==> config.mk <==
export PLATFORM = sky130hd
export DESIGN_NAME = iopt_ctrl
export DESIGN_NICKNAME = d
export VERILOG_FILES = /design/src/rtl/iopt_pkg.sv /design/src/rtl/iopt_ctrl.sv
export SDC_FILE = /design/constraint.sdc
export NUM_CORES = 1
export LEC_CHECK = 0
export ABC_AREA = 1
export BUFFER_PORTS_ARGS = -buffer_cell sky130_fd_sc_hd__clkbuf_2
export CORE_MARGIN = 2
export CORE_UTILIZATION = 51
export DETAILED_ROUTE_END_ITERATION = 12
export GPL_TIMING_DRIVEN = 1
export PLACE_DENSITY = 0.79
export SLEW_MARGIN = 20
export SYNTH_ARGS = -nofsm -noshare
export SYNTH_HDL_FRONTEND = slang
export SYNTH_SLANG_ARGS = --single-unit
==> constraint.sdc <==
create_clock -name clk -period 1.8 [get_ports clk]
set_input_delay 0.09 -clock clk [delete_from_list [all_inputs] [get_ports clk]]
set_output_delay 0.09 -clock clk [all_outputs]
set_load 0.03 [all_outputs]
==> src/rtl/iopt_pkg.sv <==
// Shared types, widths and codes for the item offset prefix table.
`default_nettype none
package iopt_pkg;

  localparam int MAX_ITEMS  = 1024;
  localparam int IDX_W      = $clog2(MAX_ITEMS + 1);
  localparam int DEPTH      = MAX_ITEMS + 1;
  localparam int OFF_W      = 32;
  localparam int HEIGHT_W   = 16;
  localparam int CMD_W      = 3;
  localparam int STATUS_W   = 3;
  localparam int DIV_STEPS  = OFF_W + 1;
  localparam int DIV_CNT_W  = $clog2(DIV_STEPS + 1);
  localparam int CFG_IDX_W  = 1;
  localparam int CFG_DATA_W = HEIGHT_W;

  localparam int IN_BITS  = CMD_W + 2 * IDX_W + HEIGHT_W + 2 * OFF_W;
  localparam int IN_W     = ((IN_BITS + 7) / 8) * 8;
  localparam int OUT_BITS = STATUS_W + 3 * OFF_W + 2 * IDX_W;
  localparam int OUT_W    = ((OUT_BITS + 7) / 8) * 8;

  localparam logic [CFG_IDX_W-1:0] CFG_VARIABLE_MODE = 1'd0;
  localparam logic [CFG_IDX_W-1:0] CFG_FIXED_HEIGHT  = 1'd1;
  localparam logic [HEIGHT_W-1:0]  FIXED_HEIGHT_RST  = 16'd16;

  typedef enum logic [CMD_W-1:0] {
    CMD_CLEAR  = 3'd0,
    CMD_INSERT = 3'd1,
    CMD_REMOVE = 3'd2,
    CMD_UPDATE = 3'd3,
    CMD_QUERY  = 3'd4,
    CMD_RANGE  = 3'd5,
    CMD_TOTAL  = 3'd6
  } cmd_t;

  typedef enum logic [STATUS_W-1:0] {
    ST_OK          = 3'd0,
    ST_BAD_INDEX   = 3'd1,
    ST_BAD_COUNT   = 3'd2,
    ST_FULL        = 3'd3,
    ST_ZERO_HEIGHT = 3'd4
  } status_t;

  typedef enum logic [2:0] {
    PATH_DONE,
    PATH_INS,
    PATH_PAIR,
    PATH_SRCH,
    PATH_DIV
  } path_t;

  typedef enum logic [3:0] {
    OP_NONE,
    OP_LOAD,
    OP_EXEC,
    OP_PAIR0,
    OP_PAIR1,
    OP_PAIR_END,
    OP_LOOP,
    OP_SRCH_RD,
    OP_SRCH_CMP,
    OP_S1_END,
    OP_S2_END,
    OP_DIV_STEP,
    OP_DIV_MID,
    OP_DIV_END,
    OP_TOT_RD,
    OP_TOT_CAP
  } dp_op_t;

  typedef struct packed {
    logic  emit;
    dp_op_t op;
  } dp_cmd_t;

  typedef struct packed {
    path_t path;
    logic  pair_loop;
    logic  loop_done;
    logic  srch_more;
    logic  srch_hit;
    logic  div_done;
  } dp_stat_t;

endpackage
`default_nettype wire

==> src/rtl/iopt_ctrl.sv <==
// Controller: sequences each command through the datapath and owns the handshakes.
`default_nettype none
module iopt_ctrl import iopt_pkg::*; (
  input  wire logic     clk,
  input  wire logic     rst,
  input  wire logic     in_valid,
  output logic          in_ready,
  output logic          out_valid,
  input  wire logic     out_ready,
  input  wire dp_stat_t stat,
  output dp_cmd_t       cmd
);

  typedef enum logic [4:0] {
    S_IDLE, S_EXEC, S_PAIR0, S_PAIR1, S_PAIR_END, S_LOOP,
    S_S1_RD, S_S1_CMP, S_S1_END, S_S2_RD, S_S2_CMP, S_S2_END,
    S_DIV1, S_DIV_MID, S_DIV2, S_DIV_END, S_TOT_RD, S_TOT_CAP, S_DONE
  } state_t;

  state_t state, state_next;
  logic   emit;

  assign in_ready = state == S_IDLE;
  assign emit     = (state == S_DONE) && (!out_valid || out_ready);

  always_comb begin
    state_next = state;
    cmd.emit   = emit;
    cmd.op     = OP_NONE;
    case (state)
      S_IDLE: if (in_valid) begin
        cmd.op     = OP_LOAD;
        state_next = S_EXEC;
      end
      S_EXEC: begin
        cmd.op = OP_EXEC;
        case (stat.path)
          PATH_INS:  state_next = S_LOOP;
          PATH_PAIR: state_next = S_PAIR0;
          PATH_SRCH: state_next = S_S1_RD;
          PATH_DIV:  state_next = S_DIV1;
          default:   state_next = S_TOT_RD;
        endcase
      end
      S_PAIR0: begin
        cmd.op     = OP_PAIR0;
        state_next = S_PAIR1;
      end
      S_PAIR1: begin
        cmd.op     = OP_PAIR1;
        state_next = S_PAIR_END;
      end
      S_PAIR_END: begin
        cmd.op     = OP_PAIR_END;
        state_next = stat.pair_loop ? S_LOOP : S_TOT_RD;
      end
      S_LOOP: begin
        cmd.op = OP_LOOP;
        if (stat.loop_done) state_next = S_TOT_RD;
      end
      S_S1_RD: begin
        cmd.op     = OP_SRCH_RD;
        state_next = stat.srch_more ? S_S1_CMP : S_S1_END;
      end
      S_S1_CMP: begin
        cmd.op     = OP_SRCH_CMP;
        state_next = S_S1_RD;
      end
      S_S1_END: begin
        cmd.op     = OP_S1_END;
        state_next = stat.srch_hit ? S_S2_RD : S_TOT_RD;
      end
      S_S2_RD: begin
        cmd.op     = OP_SRCH_RD;
        state_next = stat.srch_more ? S_S2_CMP : S_S2_END;
      end
      S_S2_CMP: begin
        cmd.op     = OP_SRCH_CMP;
        state_next = S_S2_RD;
      end
      S_S2_END: begin
        cmd.op     = OP_S2_END;
        state_next = S_TOT_RD;
      end
      S_DIV1: begin
        cmd.op = OP_DIV_STEP;
        if (stat.div_done) state_next = S_DIV_MID;
      end
      S_DIV_MID: begin
        cmd.op     = OP_DIV_MID;
        state_next = S_DIV2;
      end
      S_DIV2: begin
        cmd.op = OP_DIV_STEP;
        if (stat.div_done) state_next = S_DIV_END;
      end
      S_DIV_END: begin
        cmd.op     = OP_DIV_END;
        state_next = S_TOT_RD;
      end
      S_TOT_RD: begin
        cmd.op     = OP_TOT_RD;
        state_next = S_TOT_CAP;
      end
      S_TOT_CAP: begin
        cmd.op     = OP_TOT_CAP;
        state_next = S_DONE;
      end
      S_DONE: if (emit) state_next = S_IDLE;
      default: state_next = S_IDLE;
    endcase
  end

  always_ff @(posedge clk) begin
    if (rst) begin
      state     <= S_IDLE;
      out_valid <= 1'b0;
    end else begin
      state <= state_next;
      if (emit) out_valid <= 1'b1;
      else if (out_ready) out_valid <= 1'b0;
    end
  end

endmodule
`default_nettype wire

==> flow_summary_export.csv <==
group,metric,value,unit
clock_tree,clock-sinks,6,
setup_path,arrival,1.59,ns
floorplanning,placementRows,13,
timing,layout_setup_ws,0.1161,ns
floorplanning,coreArea,1350,µm²
finish,syn_to_final_growth,20.33,%
timing,fin_crit,1.684,ns
timing,relSlewSlack,77.99,%
drt,wl_per_cell,11.81,µm
global_route,grt_pass1_wl,3.657,mm
power_and_ir_drop,max-vdd-ir-drop,776.7,µV
flow_run,maxCapViolations,0,
placed_design,port_buffers,18,
drt,drc,0,
timing,drv_slew,0,
drt,dr.pass1.iters,7,
setup_path,cp_max_fo,6,
yosys,synth.distinct_cells,20,
finish,fillers,151,
placed_design,dpl.cell_count,176,
floorplanning,initial_core_util,56.53,%
global_route,track_usage,25.11,%
min_path,min_path_type,"input pin to register",
power_and_ir_drop,seqPwrFrac,19.2,%
power_and_ir_drop,switching_share,57.67,%
drt,wl_met2,1.013,mm
yosys,synth_area_per_cell,5.228,µm²
setup_path,cp_cell_sequence,"nor2_2, nand2_1, nor3_2, a21oi_1, o2111ai_1, clkbuf_2",
floorplanning,dieWidth,42.69,µm
power_and_ir_drop,powerDensity,1357,nW/µm²
global_route,grt_antenna_before_repair,0,
timing,finClkSkew,0.003041,ns
power_and_ir_drop,p_clk_share,10.1,%
clock_tree,cts-htree-levels,1,
floorplanning,boundaryPins,19,
drt,wirelength,2.149,mm
finish,instances_no_fill,182,
drt,top_layer_used,"met4",
finish,antenna_cells,0,
yosys,ys_warn_count,0,
drt,met3WireLength,146,µm
drt,via_count,1030,
finish,drive_gt1_share,27.54,%
power_and_ir_drop,p_switching,0.7188,mW
timing,whs,0.08733,ns
floorplanning,dieArea,1822,µm²
clock_tree,cts_buffers,3,
placed_design,pre_cts_slack,0.2279,ns
timing,finalSetupTns,0,ns
finish,design_area,918.4,µm²
global_route,overflow,0,
setup_path,path_class,"register to output pin",
timing,worst_pin_slew,0.3289,ns
power_and_ir_drop,p_int,0.5275,mW
clock_tree,cts_tree,"built",
outcome,status,"complete, no violations",
yosys,syn_nets,158,
timing,post-route-period-util,93.55,%
placed_design,place_congestion,0.9938,
yosys,ys_seq_area_share,15.74,%
power_and_ir_drop,pwr-share-comb,70.6,%
placed_design,placed_area,845.8,µm²
global_route,grt_start_max_net_pins,15,
clock_tree,cts-root-buf,"clkbuf_4",
setup_path,critPathSlowestCell,"dfxtp_2",
drt,drt-met1-wl,944,µm
drt,initialDrtViolationCount,35,
power_and_ir_drop,total_power,1.246,mW
floorplanning,die_y,42.69,µm
setup_path,start_kind,"register",
timing,fmax,593.9,MHz
power_and_ir_drop,leakage,0.4961,nW
clock_tree,clk_latency,0.25,ns
yosys,synth-seq-cells,6,
setup_path,max_stage_delay,0.35,ns
placed_design,place_hpwl,1.691,mm
timing,setup_viol,0,
clock_tree,path_clk_slew,0.04,ns
finish,postLayoutCoreUtil,68.03,%
setup_path,cp_num_buf_inv,1,
timing,hold_viol_final,0,
global_route,grt_pass1_vias,895,
clock_tree,clock_path_buffers,2,
drt,ant_nets,0,
setup_path,worstPathRequired,1.71,ns
drt,via_per_inst,5.659,
setup_path,end_kind,"output pin",
setup_path,cp_top_family,"simple AND/OR/NAND/NOR gates",
yosys,syn-instance-count,146,
yosys,netlist_area,763.2,µm²
finish,nets,181,
## final cells by class
| cell class | instances | area, µm² | share of cell area (%) |
|---|---|---|---|
| multi-input combinational | 119 | 565.5 | 61.58 |
| sequential | 6 | 128.9 | 14.03 |
| timing repair buffer | 21 | 115.1 | 12.53 |
| inverter | 18 | 67.56 | 7.357 |
| clock buffer | 3 | 22.52 | 2.452 |
| tap | 15 | 18.77 | 2.044 |
## state kept, by name (all words and copies together), names as in the netlist
signal / flops
state: 5
out_valid: 1
## Yosys cell counts
master,instances,area (µm²)
nor3_1,4,20.02
clkinv_1,1,3.750
a31oi_1,1,6.260
nor2_4,2,22.52
buf_4,2,15.01
dfxtp_1,6,120.1
buf_6,1,11.26
inv_1,12,45.04
a21oi_1,8,40.04
o21ai_1,1,5.000
inv_2,5,18.77
o21ai_0,3,15.01
nand2_2,1,6.260
nor2_2,6,37.54
nand3b_1,1,7.510
nor2_1,30,112.6
nand2_1,37,138.9
nand3_1,17,85.08
nand4_1,7,43.79
o2111ai_1,1,8.760
## power by group through the flow
stage	clock [mW]	combinational, mW	sequential (mW)
floorplan	0	0.653	0.208
global placement	0	0.807	0.225
detailed placement	0	0.816	0.226
CTS	0.128	0.818	0.228
global route	0.132	0.971	0.248
finish	0.126	0.880	0.240
## routing by layer
layer  up-vias  track usage [%]
li1        521                -
met1       452            33.76
met2        51            41.82
met3         6            3.830
met4         0            5.625
met5         -                0
## kinds of logic after synthesis
| logic type | share of synthesized area, % |
|---|---|
| compound gates | 9.836 |
| buf+inv | 12.29 |
| flops | 15.74 |
| simple gates | 62.13 |
## placed cells by master (no fill, tap or decap), drive strengths merged
cell type	n
clkinv	1
a21oi	8
a31oi	1
nand3b	1
nor2	38
buf	3
nor3	4
dfxtp	6
inv	17
clkbuf	21
o2111ai	1
nand2	38
o21ai	4
nand3	17
nand4	7
## worst paths after layout
path                 start  endpoint  slack [ns]  cells past startpoint
setup reg to reg  state[1]  state[2]        0.36                      9
hold / removal         rst  state[1]        0.09                      2
setup / recovery  state[0]    cmd[3]        0.12                      6
hold reg to reg   state[1]  state[1]        0.55                      2
## repair_timing
item,4_1_cts,5_1_grt
buffers inserted,0,3
setup endpoints to repair,1,4
pin swaps,0,2
gates resized for setup,3,10
hold buffers,0,0
endpoints found under the hold margin,0,0
## worst register-to-register path, cell delays in order, from the launching register on
cell,delay [ns]
dfxtp_4,0.38
inv_1,0.08
nand2_2,0.11
nor2_4,0.06
buf_4,0.14
nand3b_1,0.10
nand2_1,0.10
nor2_2,0.17
nand2_1,0.07
a21oi_1,0.15
Power figures use the tool's default switching activity.
